===== src/design/spq_pkg.sv =====
// Shared types, codes and widths for the sorted priority queue table.
package spq_pkg;

	localparam int DEPTH_DEFAULT = 16;

	localparam int CMD_W   = 2;
	localparam int ID_W    = 16;
	localparam int PRIO_W  = 8;
	localparam int PAGES_W = 16;
	localparam int STAT_W  = 2;
	localparam int CNT_W   = 5;

	typedef enum logic [CMD_W-1:0] {
		CMD_INSERT = 2'd0,
		CMD_REMOVE = 2'd1,
		CMD_LOOKUP = 2'd2
	} cmd_t;

	typedef enum logic [STAT_W-1:0] {
		ST_OK       = 2'd0,
		ST_NOTFOUND = 2'd1,
		ST_EMPTY    = 2'd2,
		ST_FULL     = 2'd3
	} status_t;

	typedef struct packed {
		logic [ID_W-1:0]    id;
		logic [PRIO_W-1:0]  prio;
		logic [PAGES_W-1:0] pages;
	} entry_t;

	// Controller to datapath
	typedef struct packed {
		logic    capture;
		logic    rd_en;
		logic    wr_en;
		logic    wr_new;
		logic    count_inc;
		logic    count_dec;
		logic    res_load;
		status_t res_status;
		logic    res_hit;
		logic    publish;
	} dp_cmd_t;

	// Datapath to controller
	typedef struct packed {
		logic             req_valid;
		logic [CMD_W-1:0] cmd;
		logic             full;
		logic             empty;
		logic             lt;
		logic             match;
		logic             out_free;
	} dp_stat_t;

endpackage


===== src/design/spq_if.sv =====
// Request and response channel interfaces of the sorted priority queue table.
interface spq_req_if;
	import spq_pkg::*;
	logic               valid;
	logic               ready;
	logic [CMD_W-1:0]   cmd;
	logic [ID_W-1:0]    doc_id;
	logic [PRIO_W-1:0]  priority_req;
	logic [PAGES_W-1:0] pages;

	modport source (output valid, cmd, doc_id, priority_req, pages, input ready);
	modport sink (input valid, cmd, doc_id, priority_req, pages, output ready);
endinterface

interface spq_rsp_if;
	import spq_pkg::*;
	logic               valid;
	logic               ready;
	logic [STAT_W-1:0]  status;
	logic               found;
	logic [CNT_W-1:0]   ahead;
	logic [CNT_W-1:0]   occupancy;
	logic [PRIO_W-1:0]  head_priority;
	logic [PRIO_W-1:0]  hit_priority;
	logic [PAGES_W-1:0] hit_pages;

	modport source (output valid, status, found, ahead, occupancy, head_priority,
		hit_priority, hit_pages, input ready);
	modport sink (input valid, status, found, ahead, occupancy, head_priority,
		hit_priority, hit_pages, output ready);
endinterface


===== src/design/spq_dp.sv =====
// Datapath: job memory, read register, count, head priority and response register.
module spq_dp #(
	parameter int DEPTH = spq_pkg::DEPTH_DEFAULT
) (
	input  logic                          clk,
	input  logic                          arst_n,
	spq_req_if.sink                       req,
	spq_rsp_if.source                     rsp,
	input  spq_pkg::dp_cmd_t              ctl,
	input  logic [$clog2(DEPTH)-1:0]      rd_addr,
	input  logic [$clog2(DEPTH)-1:0]      wr_addr,
	input  logic [$clog2(DEPTH+1)-1:0]    res_ahead,
	output spq_pkg::dp_stat_t             stat,
	output logic [$clog2(DEPTH+1)-1:0]    count
);
	import spq_pkg::*;

	localparam int CW = $clog2(DEPTH + 1);

	entry_t             mem_q [DEPTH];
	entry_t             rd_q;
	entry_t             new_q;
	entry_t             wr_data;
	logic [CMD_W-1:0]   cmd_q;
	logic [CW-1:0]      count_q;
	logic [PRIO_W-1:0]  head_q;

	status_t            res_status_q;
	logic               res_found_q;
	logic [CNT_W-1:0]   res_ahead_q;
	logic [PRIO_W-1:0]  res_prio_q;
	logic [PAGES_W-1:0] res_pages_q;

	logic               out_valid_q;
	logic [STAT_W-1:0]  out_status_q;
	logic               out_found_q;
	logic [CNT_W-1:0]   out_ahead_q;
	logic [CNT_W-1:0]   out_occ_q;
	logic [PRIO_W-1:0]  out_head_q;
	logic [PRIO_W-1:0]  out_prio_q;
	logic [PAGES_W-1:0] out_pages_q;

	assign wr_data = ctl.wr_new ? new_q : rd_q;

	// Job memory: one write and one registered read per cycle
	always_ff @(posedge clk) begin
		if (ctl.wr_en) begin
			mem_q[wr_addr] <= wr_data;
		end
		if (ctl.rd_en) begin
			rd_q <= mem_q[rd_addr];
		end
	end

	// Request latch, head priority and staged result
	always_ff @(posedge clk) begin
		if (ctl.capture && req.valid) begin
			cmd_q        <= req.cmd;
			new_q.id     <= req.doc_id;
			new_q.prio   <= req.priority_req;
			new_q.pages  <= req.pages;
		end
		if (ctl.wr_en && (wr_addr == '0)) begin
			head_q <= wr_data.prio;
		end
		if (ctl.res_load) begin
			res_status_q <= ctl.res_status;
			res_found_q  <= ctl.res_hit;
			res_ahead_q  <= CNT_W'(res_ahead);
			res_prio_q   <= ctl.res_hit ? rd_q.prio : '0;
			res_pages_q  <= ctl.res_hit ? rd_q.pages : '0;
		end
		if (ctl.publish) begin
			out_status_q <= res_status_q;
			out_found_q  <= res_found_q;
			out_ahead_q  <= res_ahead_q;
			out_occ_q    <= CNT_W'(count_q);
			out_head_q   <= (count_q != '0) ? head_q : '0;
			out_prio_q   <= res_prio_q;
			out_pages_q  <= res_pages_q;
		end
	end

	always_ff @(posedge clk or negedge arst_n) begin
		if (!arst_n) begin
			count_q     <= '0;
			out_valid_q <= 1'b0;
		end else begin
			if (ctl.count_inc) begin
				count_q <= count_q + 1'b1;
			end else if (ctl.count_dec) begin
				count_q <= count_q - 1'b1;
			end
			if (ctl.publish) begin
				out_valid_q <= 1'b1;
			end else if (rsp.ready) begin
				out_valid_q <= 1'b0;
			end
		end
	end

	assign req.ready = ctl.capture;

	assign rsp.valid         = out_valid_q;
	assign rsp.status        = out_status_q;
	assign rsp.found         = out_found_q;
	assign rsp.ahead         = out_ahead_q;
	assign rsp.occupancy     = out_occ_q;
	assign rsp.head_priority = out_head_q;
	assign rsp.hit_priority  = out_prio_q;
	assign rsp.hit_pages     = out_pages_q;

	assign stat.req_valid = req.valid;
	assign stat.cmd       = cmd_q;
	assign stat.full      = (count_q == CW'(DEPTH));
	assign stat.empty     = (count_q == '0);
	assign stat.lt        = (rd_q.prio < new_q.prio);
	assign stat.match     = (rd_q.id == new_q.id);
	assign stat.out_free  = !out_valid_q || rsp.ready;

	assign count = count_q;

endmodule


===== src/design/spq_ctrl.sv =====
// Controller: sequences the walk over the job memory for each request.
module spq_ctrl #(
	parameter int DEPTH = spq_pkg::DEPTH_DEFAULT
) (
	input  logic                          clk,
	input  logic                          arst_n,
	input  spq_pkg::dp_stat_t             stat,
	input  logic [$clog2(DEPTH+1)-1:0]    count,
	output spq_pkg::dp_cmd_t              ctl,
	output logic [$clog2(DEPTH)-1:0]      rd_addr,
	output logic [$clog2(DEPTH)-1:0]      wr_addr,
	output logic [$clog2(DEPTH+1)-1:0]    res_ahead
);
	import spq_pkg::*;

	localparam int AW = $clog2(DEPTH);
	localparam int CW = $clog2(DEPTH + 1);

	typedef enum logic [2:0] {
		S_IDLE,
		S_DISPATCH,
		S_INS_CMP,
		S_INS_PUT,
		S_SCAN,
		S_SHIFT,
		S_FINISH
	} state_t;

	state_t        state_q, state_d;
	logic [CW-1:0] idx_q, idx_d;
	logic [CW-1:0] idx_inc, idx_dec, idx_dec2, cnt_dec;
	logic          at_tail;

	assign idx_inc  = idx_q + 1'b1;
	assign idx_dec  = idx_q - 1'b1;
	assign idx_dec2 = idx_q - CW'(2);
	assign cnt_dec  = count - 1'b1;
	assign at_tail  = (idx_inc == count);

	always_comb begin
		ctl            = '0;
		ctl.res_status = ST_OK;
		rd_addr        = '0;
		wr_addr        = '0;
		res_ahead      = '0;
		state_d        = state_q;
		idx_d          = idx_q;
		unique case (state_q)
			S_IDLE: begin
				ctl.capture = 1'b1;
				if (stat.req_valid) begin
					state_d = S_DISPATCH;
				end
			end
			S_DISPATCH: begin
				unique case (stat.cmd)
					CMD_INSERT: begin
						if (stat.full) begin
							ctl.res_load   = 1'b1;
							ctl.res_status = ST_FULL;
							state_d        = S_FINISH;
						end else if (stat.empty) begin
							ctl.wr_en     = 1'b1;
							ctl.wr_new    = 1'b1;
							ctl.count_inc = 1'b1;
							ctl.res_load  = 1'b1;
							state_d       = S_FINISH;
						end else begin
							ctl.rd_en = 1'b1;
							rd_addr   = cnt_dec[AW-1:0];
							idx_d     = count;
							state_d   = S_INS_CMP;
						end
					end
					CMD_REMOVE, CMD_LOOKUP: begin
						if (stat.empty) begin
							ctl.res_load   = 1'b1;
							ctl.res_status = ST_EMPTY;
							state_d        = S_FINISH;
						end else begin
							ctl.rd_en = 1'b1;
							idx_d     = '0;
							state_d   = S_SCAN;
						end
					end
					default: begin
						ctl.res_load = 1'b1;
						state_d      = S_FINISH;
					end
				endcase
			end
			S_INS_CMP: begin
				if (stat.lt) begin
					ctl.wr_en = 1'b1;
					wr_addr   = idx_q[AW-1:0];
					idx_d     = idx_dec;
					if (idx_dec == '0) begin
						state_d = S_INS_PUT;
					end else begin
						ctl.rd_en = 1'b1;
						rd_addr   = idx_dec2[AW-1:0];
					end
				end else begin
					ctl.wr_en     = 1'b1;
					ctl.wr_new    = 1'b1;
					wr_addr       = idx_q[AW-1:0];
					ctl.count_inc = 1'b1;
					ctl.res_load  = 1'b1;
					res_ahead     = idx_q;
					state_d       = S_FINISH;
				end
			end
			S_INS_PUT: begin
				ctl.wr_en     = 1'b1;
				ctl.wr_new    = 1'b1;
				wr_addr       = idx_q[AW-1:0];
				ctl.count_inc = 1'b1;
				ctl.res_load  = 1'b1;
				res_ahead     = idx_q;
				state_d       = S_FINISH;
			end
			S_SCAN: begin
				if (stat.match) begin
					ctl.res_load = 1'b1;
					ctl.res_hit  = 1'b1;
					if (stat.cmd == CMD_LOOKUP) begin
						state_d = S_FINISH;
					end else if (at_tail) begin
						ctl.count_dec = 1'b1;
						state_d       = S_FINISH;
					end else begin
						ctl.rd_en = 1'b1;
						rd_addr   = idx_inc[AW-1:0];
						idx_d     = idx_inc;
						state_d   = S_SHIFT;
					end
				end else if (at_tail) begin
					ctl.res_load   = 1'b1;
					ctl.res_status = ST_NOTFOUND;
					state_d        = S_FINISH;
				end else begin
					ctl.rd_en = 1'b1;
					rd_addr   = idx_inc[AW-1:0];
					idx_d     = idx_inc;
				end
			end
			S_SHIFT: begin
				ctl.wr_en = 1'b1;
				wr_addr   = idx_dec[AW-1:0];
				if (at_tail) begin
					ctl.count_dec = 1'b1;
					state_d       = S_FINISH;
				end else begin
					ctl.rd_en = 1'b1;
					rd_addr   = idx_inc[AW-1:0];
					idx_d     = idx_inc;
				end
			end
			S_FINISH: begin
				if (stat.out_free) begin
					ctl.publish = 1'b1;
					state_d     = S_IDLE;
				end
			end
			default: begin
				state_d = S_IDLE;
			end
		endcase
	end

	always_ff @(posedge clk or negedge arst_n) begin
		if (!arst_n) begin
			state_q <= S_IDLE;
			idx_q   <= '0;
		end else begin
			state_q <= state_d;
			idx_q   <= idx_d;
		end
	end

endmodule


===== src/design/sorted_priority_queue_table.sv =====
// Top level of the sorted priority queue table.
// A table of up to DEPTH jobs (id, priority, page count) held in descending
// priority order in a job memory with one write port and one registered read
// port, one write and one read per cycle. One request is worked at a time. An
// insert walks from the tail toward the head, moving each lower-priority entry
// up one slot as it goes. A remove or lookup walks from the head, one entry a
// cycle; a remove then keeps walking to the tail, moving each later entry down
// one slot. A new request is taken as soon as the block returns to idle, even
// while the previous response still waits in the output register; the next
// response is held until that one is taken. The memory needs no clearing after
// reset: only slots below the count are ever read.
module sorted_priority_queue_table #(
	parameter int DEPTH = spq_pkg::DEPTH_DEFAULT
) (
	input  logic      clk,
	input  logic      arst_n,
	spq_req_if.sink   req,
	spq_rsp_if.source rsp
);
	import spq_pkg::*;

	localparam int AW = $clog2(DEPTH);
	localparam int CW = $clog2(DEPTH + 1);

	dp_cmd_t       ctl;
	dp_stat_t      stat;
	logic [AW-1:0] rd_addr;
	logic [AW-1:0] wr_addr;
	logic [CW-1:0] res_ahead;
	logic [CW-1:0] count;

	// Sequencer: decodes the request and steps the walk
	spq_ctrl #(
		.DEPTH (DEPTH)
	) u_ctrl (
		.clk       (clk),
		.arst_n    (arst_n),
		.stat      (stat),
		.count     (count),
		.ctl       (ctl),
		.rd_addr   (rd_addr),
		.wr_addr   (wr_addr),
		.res_ahead (res_ahead)
	);

	// Storage, compare and response register
	spq_dp #(
		.DEPTH (DEPTH)
	) u_dp (
		.clk       (clk),
		.arst_n    (arst_n),
		.req       (req),
		.rsp       (rsp),
		.ctl       (ctl),
		.rd_addr   (rd_addr),
		.wr_addr   (wr_addr),
		.res_ahead (res_ahead),
		.stat      (stat),
		.count     (count)
	);

	// The count never passes the table size
	a_count_bound: assert property (@(posedge clk) disable iff (!arst_n)
		count <= CW'(DEPTH))
		else $error("job count exceeds table size");

	// The count moves by at most one per cycle
	a_count_step: assert property (@(posedge clk) disable iff (!arst_n)
		1'b1 |=> (count == $past(count)) || (count == $past(count) + 1'b1) ||
			(count + 1'b1 == $past(count)))
		else $error("job count jumped");

	// A hit is always a successful remove or lookup with no position
	a_hit_ok: assert property (@(posedge clk) disable iff (!arst_n)
		rsp.valid && rsp.found |-> (rsp.status == ST_OK) && (rsp.ahead == '0))
		else $error("hit reported with bad status or position");

	// A taken request blocks the next one until its walk is done
	a_one_at_a_time: assert property (@(posedge clk) disable iff (!arst_n)
		req.valid && req.ready |=> !req.ready)
		else $error("second request taken while busy");

endmodule


===== src/flat_wrapper.sv =====
// flat-port wrapper written by rule: the top's interface ports become plain ports
module sorted_priority_queue_table_flat import spq_pkg::*;
#(
	parameter int DEPTH = spq_pkg::DEPTH_DEFAULT
)
  (clk, arst_n, req_valid, req_cmd, req_doc_id, req_priority_req, req_pages, req_ready, rsp_valid, rsp_status, rsp_found, rsp_ahead, rsp_occupancy, rsp_head_priority, rsp_hit_priority, rsp_hit_pages, rsp_ready);
  spq_req_if req_i ();
  spq_rsp_if rsp_i ();
  input  logic clk;
  input  logic arst_n;
  input wire logic [$bits(req_i.valid)-1:0] req_valid;
  input wire logic [$bits(req_i.cmd)-1:0] req_cmd;
  input wire logic [$bits(req_i.doc_id)-1:0] req_doc_id;
  input wire logic [$bits(req_i.priority_req)-1:0] req_priority_req;
  input wire logic [$bits(req_i.pages)-1:0] req_pages;
  output wire logic [$bits(req_i.ready)-1:0] req_ready;
  output wire logic [$bits(rsp_i.valid)-1:0] rsp_valid;
  output wire logic [$bits(rsp_i.status)-1:0] rsp_status;
  output wire logic [$bits(rsp_i.found)-1:0] rsp_found;
  output wire logic [$bits(rsp_i.ahead)-1:0] rsp_ahead;
  output wire logic [$bits(rsp_i.occupancy)-1:0] rsp_occupancy;
  output wire logic [$bits(rsp_i.head_priority)-1:0] rsp_head_priority;
  output wire logic [$bits(rsp_i.hit_priority)-1:0] rsp_hit_priority;
  output wire logic [$bits(rsp_i.hit_pages)-1:0] rsp_hit_pages;
  input wire logic [$bits(rsp_i.ready)-1:0] rsp_ready;
  assign req_i.valid = req_valid;
  assign req_i.cmd = req_cmd;
  assign req_i.doc_id = req_doc_id;
  assign req_i.priority_req = req_priority_req;
  assign req_i.pages = req_pages;
  assign req_ready = req_i.ready;
  assign rsp_valid = rsp_i.valid;
  assign rsp_status = rsp_i.status;
  assign rsp_found = rsp_i.found;
  assign rsp_ahead = rsp_i.ahead;
  assign rsp_occupancy = rsp_i.occupancy;
  assign rsp_head_priority = rsp_i.head_priority;
  assign rsp_hit_priority = rsp_i.hit_priority;
  assign rsp_hit_pages = rsp_i.hit_pages;
  assign rsp_i.ready = rsp_ready;
  sorted_priority_queue_table #(.DEPTH(DEPTH)) u_core (.clk(clk), .arst_n(arst_n), .req(req_i), .rsp(rsp_i));
endmodule

===== config.mk =====
export PLATFORM = sky130hd
export DESIGN_NAME = sorted_priority_queue_table_flat
export DESIGN_NICKNAME = d
export VERILOG_FILES = /design/src/design/spq_pkg.sv /design/src/design/spq_if.sv /design/src/design/spq_dp.sv /design/src/design/spq_ctrl.sv /design/src/design/sorted_priority_queue_table.sv /design/src/flat_wrapper.sv
export SDC_FILE = /design/constraint.sdc
export NUM_CORES = 1
export LEC_CHECK = 0
export ABC_AREA = 1
export BUFFER_PORTS_ARGS = -buffer_cell sky130_fd_sc_hd__buf_4
export CAP_MARGIN = 20
export CORE_ASPECT_RATIO = 1.5
export CORE_MARGIN = 2
export CORE_UTILIZATION = 30
export DETAILED_ROUTE_END_ITERATION = 7
export GPL_TIMING_DRIVEN = 1
export PLACE_DENSITY_LB_ADDON = 0.05
export SKIP_LAST_GASP = 1
export SLEW_MARGIN = 10
export SYNTH_ARGS = -nofsm -noshare
export SYNTH_HDL_FRONTEND = slang
export SYNTH_SLANG_ARGS = --single-unit

===== constraint.sdc =====
create_clock -name clk -period 9.1 [get_ports clk]
set_clock_uncertainty 0.05 [all_clocks]
set_input_delay 1.82 -clock clk [delete_from_list [all_inputs] [get_ports clk]]
set_output_delay 1.82 -clock clk [all_outputs]
set_load 0.01 [all_outputs]

==> metrics.md, run 1 <==
| Metric | Value |
|---|---|
| Final WL | 108000 um |
| Max_cap viols | 0 |
| Most numerous cell in the Yosys netlist | edfxtp_1 |
| DRT antenna net count | 0 |
| GRT Residual Overflow | 0 |
| Unrepaired setup endpoints after global routing | no |
| EDFF count, synth | 799 |
| Synth Warn # | 0 |
| Max-slew headroom | 27.1% |
| Critical path depth | 16 |
| Ys flop type | edfxtp_1 |
| Setup TNS Final | 0 ps |
| Pin count of the biggest net entering global routing | 157 |
| Worst path top cell family by delay | simple AND/OR/NAND/NOR gates |
| Syn Nets | 3298 |
| Leak | 16.2 nW |
| Diode count | 0 |
| Clock latency on the worst-skew pair | about 680 ps |
| Top post-synthesis cells by area | edfxtp_1 68%, nand3_1 10%, nand2_1 7.5%, inv_1 5.3%, buf_2 1.5% |
| Final Non-Filler Cells | 4951 |
| HP Class | reg2reg |
| Post-CTS setup buffer count | 0 |
| Min Tclk post-route | 5240 ps |
| Aggregate global-route resource usage | 17.9% |
| Initial antenna violation count | 1 |
| Clock Tree Root | clkbuf_16 |
| First-pass GRT wire length | 158000 um |
| CP Data Arrival Time | 5600 ps |
| Final setup fails | 0 |
| Average wire per standard cell | 21.8 um |
| Pwr Total | 0.0158 W |
| CP Max Fanout | approximately 110 |
| Synth unique cells | 40 |
| I/O Buffers | 92 |
| Period utilization | 57.5% |
| PwrDens | 387 nW/um^2 |
| CTS tree | built |
| Cells after synthesis | between 3000 and 4000 |
| Async set-reset flop share out of synthesis | 1.72% |
| Via density | 4.77 |
| Max clock buf depth | 3 |
| Synth area leader | edfxtp_1 |
| Core Region | around 120000 um^2 |
| CTS buffer count | 87 |
| Part of the Yosys area used for sequential elements | 69.1% |
| Hold_sp | u_core.u_dp.res_ahead_q[3] |
| H-tree depth | 3 |
| FF-to-FF setup slack | 3860 ps |
| Fraction of layout cells with a size suffix above 1 | 10.1% |
| Worst-path cell chain | inv_2, ha_1, xnor2_1, nand2_1, nor2_2, nand3_4, nand3_2, nand2_2, nand2_8, buf_4, buf_4, nand3_1, nand3_1, nand3_1, nand3_1, nand2_1 |
| Syn avg cell area | ~11 um^2 |
| Vias in the first global route | 24000 |
| Outcome | complete, no violations |
| I/O pin cnt | 93 |
| Placed insts | about 4800 |
| Pins Over Slew Limit | 0 |
| Worst EP required | about 9500 ps |
| Hold Violations, Final | 0 |
| Nets@finish | 3389 |
| Gp weighted congestion | 0.820 |
| DRC | 0 |
| Startpoint types | flip-flop |
| Final core utilization | 34.8% |
| Placed wire-length estimate | ~54000 um |
| FF-to-FF Start | u_core.u_ctrl.idx_q[0] |
| Via count | 23600 |
| Die height | 424 um |
| Starting Density | 30.1% |
| Clock transition at the registers of the reported paths | ~60 ps |
| Max Freq | 0.191 GHz |
| Crit path largest cell delay | 870 ps |
| Crit path buf inv count | 3 |
| Worst slew pin tran | 1090 ps |
| Row count | 154 |
| Top-area cell type share of the netlist area | 68.1% |
| Clock sink count | 813 |
| Crit path top cell by count | nand3_1 |
| Die ar. | 120000 um^2 |
| Worst R2R End | u_core.u_dp.rd_q[7] |
| Synth cell count leaders | 799 x edfxtp_1, 735 x nand3_1, 707 x nand2_1, 500 x inv_1, 103 x buf_2 |
| Worst r2r path cells | 16 |
| Slowest cell on crit path | buf_4 |
| Die X | around 280 um |
| CTS Hold Bufs | 0 |
| VDD IR max | approximately 0.28 mV |
| Synthesis-stage register bit count | 813 |
| Cts repair resizes | 0 |
| Drt first pass iters | 5 |
| Fill count | 11600 |
| First DRT Iteration DRCs | 1617 |
| Cell Area, Synth | 35200 um^2 |
| WS Path Type | reg2reg |
| CP Capture Point | u_core.u_dp.rd_q[7] |
| Crit end category | flip-flop |
| Layout area overhead | 15.5% |
| Crit. Startpoint | u_core.u_ctrl.idx_q[0] |
## state kept, by name, summed over array words and instances, names as in the netlist, 8 cells and up
register and count:
u_core.u_dp.res_pages_q 16, u_core.u_dp.new_q 40, u_core.u_dp.rsp.hit_pages 16, u_core.u_dp.rd_q 40, u_core.u_dp.rsp.hit_priority 8, u_core.u_dp.mem_q 640
u_core.u_dp.rsp.head_priority 8, u_core.u_dp.res_prio_q 8
## per-layer routing
metal | share of wire (%) | up-vias | global-route usage [%]
met2 | 50 | 535 | 31.6
met3 | 4.0 | 132 | 2.09
met1 | 43 | 11900 | 22.6
met4 | 2.5 | 0 | 6.14
li1 | - | 11100 | -
met5 | 0 | - | 0
## worst reg2reg max path, cell delays in order, from the launching register on
cell	delay, ps
dfrtp_1	470
inv_2	160
ha_1	470
xnor2_1	150
nand2_1	80
nor2_2	150
nand3_4	140
nand3_2	160
nand2_2	170
nand2_8	560
buf_4	890
buf_4	910
nand3_1	160
nand3_1	140
nand3_1	110
nand3_1	120
nand2_1	80
## cells in the final DEF, fill, tap and decap left out, drive strengths merged, types with 14 or more instances in the layout
cell type and count:
buf 178, clkbuf 107, clkinv 43, dfrtp 14
edfxtp 799, ha 19, inv 508, nand2 711
nand3 738, nand3b 66, nor2 87, o21ai 63
## area by class of cell
| type | count | area [um^2] | area share, % |
|---|---|---|---|
| Clock buffer | 107 | 2320 | 5.69 |
| Clock inverter | 49 | 378 | 0.928 |
| Inverter | 508 | 1910 | 4.69 |
| Multi-Input combinational cell | 1736 | 8390 | 20.6 |
| Sequential cell | 813 | 24300 | 59.8 |
| Tap cell | 1560 | 1950 | 4.80 |
| Timing Repair Buffer | 178 | 1410 | 3.47 |
## cells by family after synthesis
kind of cell | after synthesis | synth area share [%]
AND/OR/NAND/NOR | 1612 | 20.7
flip-flops | 813 | 69.1
buffers and inverters | 684 | 7.72
AO/OA/AOI/OAI | 94 | 1.50
adder cells (fa/ha/maj) | 19 | 0.675
XOR/XNOR | 11 | 0.274
## power by group
part | switching, W | leakage, nW | internal [W]
Clock | 0.00150 | 1.33 | 0.00195
Sequential | 0.000215 | 7.44 | 0.00554
Combinational | 0.00474 | 7.47 | 0.00183
## per-stage QoR
stage,area (um^2),setup slack (ps),hold WS (ps)
after CTS,40700,3860,370
after global placement,37900,3870,351
final,40700,3860,367
after global routing,40700,3490,371
after floorplan,35200,3850,350
after detailed placement,38000,3900,355
## worst min-delay path by stage
stage                                            endpoint  slack [ps]  cells past startpoint
after floorplan                  u_core.u_dp.rsp.ahead[0]         350                      0
after global placement      u_core.u_dp.rsp.hit_pages[10]         350                      0
after detailed placement            u_core.u_dp.rsp.found         350                      0
after CTS                 u_core.u_dp.rsp.hit_priority[5]         370                      0
after global routing        u_core.u_dp.rsp.hit_pages[13]         370                      0
final                            u_core.u_dp.rsp.ahead[3]         370                      0
No activity file was read; power rests on OpenSTA's default activity.
==> run 2: changes to the inputs <==
==> constraint.sdc (replaced) <==
create_clock -name clk -period 4.3 [get_ports clk]
set_clock_uncertainty 0.05 [all_clocks]
set_input_delay 0.86 -clock clk [delete_from_list [all_inputs] [get_ports clk]]
set_output_delay 0.86 -clock clk [all_outputs]
set_load 0.01 [all_outputs]
==> run 2 against run 1 <==
Net effect: fmax increased by 33%; worst hold slack got worse by 60 ps; combinational power increased by 120%; highest routed layer unchanged; sequential share of layout area shrank 0.91 points; critical path type unchanged; largest cell class unchanged; via count shrank 0.16%; count of clock-buffer cells in the layout increased by 5; routed wire length up 1.3%; critical endpoint is now u_core.u_dp.rd_q[5].
==> metrics.md, run 2 (synthesis results as in run 1) <==
| Metric | Value |
|---|---|
| Slowest cell on crit path | ha_1 |
| Worst-path cell chain | inv_2, ha_1, xnor2_1, nand2_1, nor2_2, nand3_4, nand3_2, nand2_2, nand2_1, nand3_4, buf_12, nand3_1, nand3_1, nand3_1, nand2_1 |
| Crit path buf inv count | 2 (-1) |
| Leak | 16.5 nW (+1.5%) |
| CP Max Fanout | 58 (-46%) |
| Clock sink count | 813 (unchanged) |
| Final WL | 109000 um (+1.3%) |
| Aggregate global-route resource usage | 18.1% (+0.19 points) |
| CTS buffer count | 89 (+2.3%) |
| Crit path largest cell delay | 550 ps (-320 ps) |
| PwrDens | 823 nW/um^2 (+110%) |
| HP Class | in2reg |
| Starting Density | 30.1% (unchanged) |
| Core Region | 117000 um^2 (unchanged) |
| CTS Hold Bufs | 1 (+1) |
| Finished Cell Area | 41300 um^2 (+1.5%) |
| Die ar. | 120000 um^2 (unchanged) |
| Average wire per standard cell | 21.9 um (+0.67%) |
| VDD IR max | 1.12 mV (+300%) |
| CTS tree | built |
| Clock Tree Root | clkbuf_16 |
| Outcome | complete, no violations |
| First DRT Iteration DRCs | 1634 (+1.1%) |
| Via count | 23600 (-0.16%) |
| Cts repair resizes | 0 (unchanged) |
| CP Data Arrival Time | 4320 ps (-1280 ps) |
| Period utilization | 91.6% (+34 points) |
| Post-place setup slack | 385 ps (-3520 ps) |
| Via density | 4.74 (-0.76%) |
| Initial antenna violation count | 2 (+1) |
| I/O Buffers | 92 (unchanged) |
| Clock transition at the registers of the reported paths | 60 ps (about the same) |
| Setup TNS Final | 0 ps (unchanged) |
| Pins Over Slew Limit | 0 (unchanged) |
| Row count | 154 (unchanged) |
| Clock latency on the worst-skew pair | 670 ps (about the same) |
| Startpoint types | flip-flop |
| Final Non-Filler Cells | 4981 (+0.61%) |
| Worst slew pin tran | 906 ps (-187 ps) |
| Gp weighted congestion | 0.816 (-0.41%) |
| WS Path Type | reg2reg |
| Min Tclk post-route | 3940 ps (-1300 ps) |
| GRT Residual Overflow | 0 (unchanged) |
| Most frequent cells in the layout | 799 x edfxtp_1, 735 x nand3_1, 706 x nand2_1 |
| Max clock buf depth | 3 (unchanged) |
| Die X | 284 um (unchanged) |
| Layout area overhead | 17.3% |
| Fraction of layout cells with a size suffix above 1 | 10.7% (+0.64 points) |
| Placed wire-length estimate | 57100 um (+5.9%) |
| Max-slew headroom | 39.4% (+12 points) |
| Max Freq | 0.254 GHz (+33%) |
| Final WS setup | 361 ps (-3500 ps) |
| Vias in the first global route | 23900 (-0.12%) |
| Placed insts | 4821 (+0.58%) |
| H-tree depth | 3 (unchanged) |
| Max_cap viols | 0 (unchanged) |
| Post-CTS setup buffer count | 0 (unchanged) |
| Pin count of the biggest net entering global routing | 121 (-23%) |
| Hold Violations, Final | 0 (unchanged) |
| DRC | 0 (unchanged) |
| First-pass GRT wire length | 161000 um (+1.8%) |
| Pwr Total | 0.0340 W (+120%) |
| Post-DP Area | 38600 um^2 (+1.8%) |
| Commonest non-fill, non-tap cell in the layout | edfxtp_1 |
| Nets@finish | 3418 (+0.86%) |
| Drt first pass iters | 6 (+1) |
| Diode count | 0 (unchanged) |
| DRT antenna net count | 0 (unchanged) |
| Die height | 424 um (unchanged) |
| Crit end category | flip-flop |
| Number of flip-flops in the largest register | 640 (unchanged) |
| Unrepaired setup endpoints after global routing | no |
| Reg with most FFs | u_core.u_dp.mem_q |
| Worst path top cell family by delay | simple AND/OR/NAND/NOR gates |
| Worst EP required | 4680 ps (-4780 ps) |
| Largest regs | u_core.u_dp.mem_q x640, u_core.u_dp.new_q x40, u_core.u_dp.rd_q x40 |
| Final setup fails | 0 (unchanged) |
| I/O pin cnt | 93 (unchanged) |
==> run 2: changes by cell type in the layout (fill, tap and decap cells not counted), sizes merged <==
cell         delta
buf            +26
bufinv          -3
clkbuf          +5
clkinv          -2
clkinvlp        +2
dlygate4sd3     +1
inv             +1
==> run 2: final cells by class <==
type	count	area, um^2
clock buffer	112	2360
clock inverter	47	314
fill	11600	75600
inverter	508	1910
multi-input combinational	1736	8390
sequential	813	24300
tap	1560	1950
timing repair buffer	205	2070
==> run 2: path summary, 6_finish.rpt <==
kind                       slack [ps]                      endpoint                  startpoint  cells past startpoint
min                               310         u_core.u_dp.new_q[18]         req_priority_req[2]                      1
min reg2reg                       370  u_core.u_dp.rsp.hit_pages[8]  u_core.u_dp.res_pages_q[8]                      0
max in group asynchronous        3470        u_core.u_ctrl.idx_q[4]                      arst_n                      2
max                               360           u_core.u_dp.rd_q[5]      u_core.u_ctrl.idx_q[0]                     15
max reg2reg                       360           u_core.u_dp.rd_q[5]      u_core.u_ctrl.idx_q[0]                     15
min in group asynchronous         540         u_core.u_dp.rsp.valid                      arst_n                      2
==> run 2: power by group <==
group	total, W	switching, W	internal (W)	leakage [nW]
Combinational	0.0146	0.0104	0.00426	7.74
Sequential	0.0122	0.000476	0.0117	7.44
Clock	0.00721	0.00321	0.00400	1.31
Total	0.0340	0.0140	0.0200	16.5
==> run 2: metrics by stage <==
| step | hold WS, ps | util [%] |
|---|---|---|
| 4_1_cts | 251 | 35.3 |
| 2_1_floorplan | 350 | - |
| 5_1_grt | 286 | 35.3 |
| 3_3_place_gp | 351 | 33.0 |
| 3_5_place_dp | 356 | 33.0 |
| 6_report | 308 | 35.3 |
==> run 2: routing by layer <==
| layer | global-route usage [%] | share of wire [%] | up-vias |
|---|---|---|---|
| met1 | 22.4 | 42 | 11800 |
| met4 | 6.01 | 2.5 | 0 |
| met5 | 0 | 0 | - |
| met3 | 2.16 | 4.0 | 133 |
| li1 | - | - | 11100 |
| met2 | 32.6 | 51 | 535 |
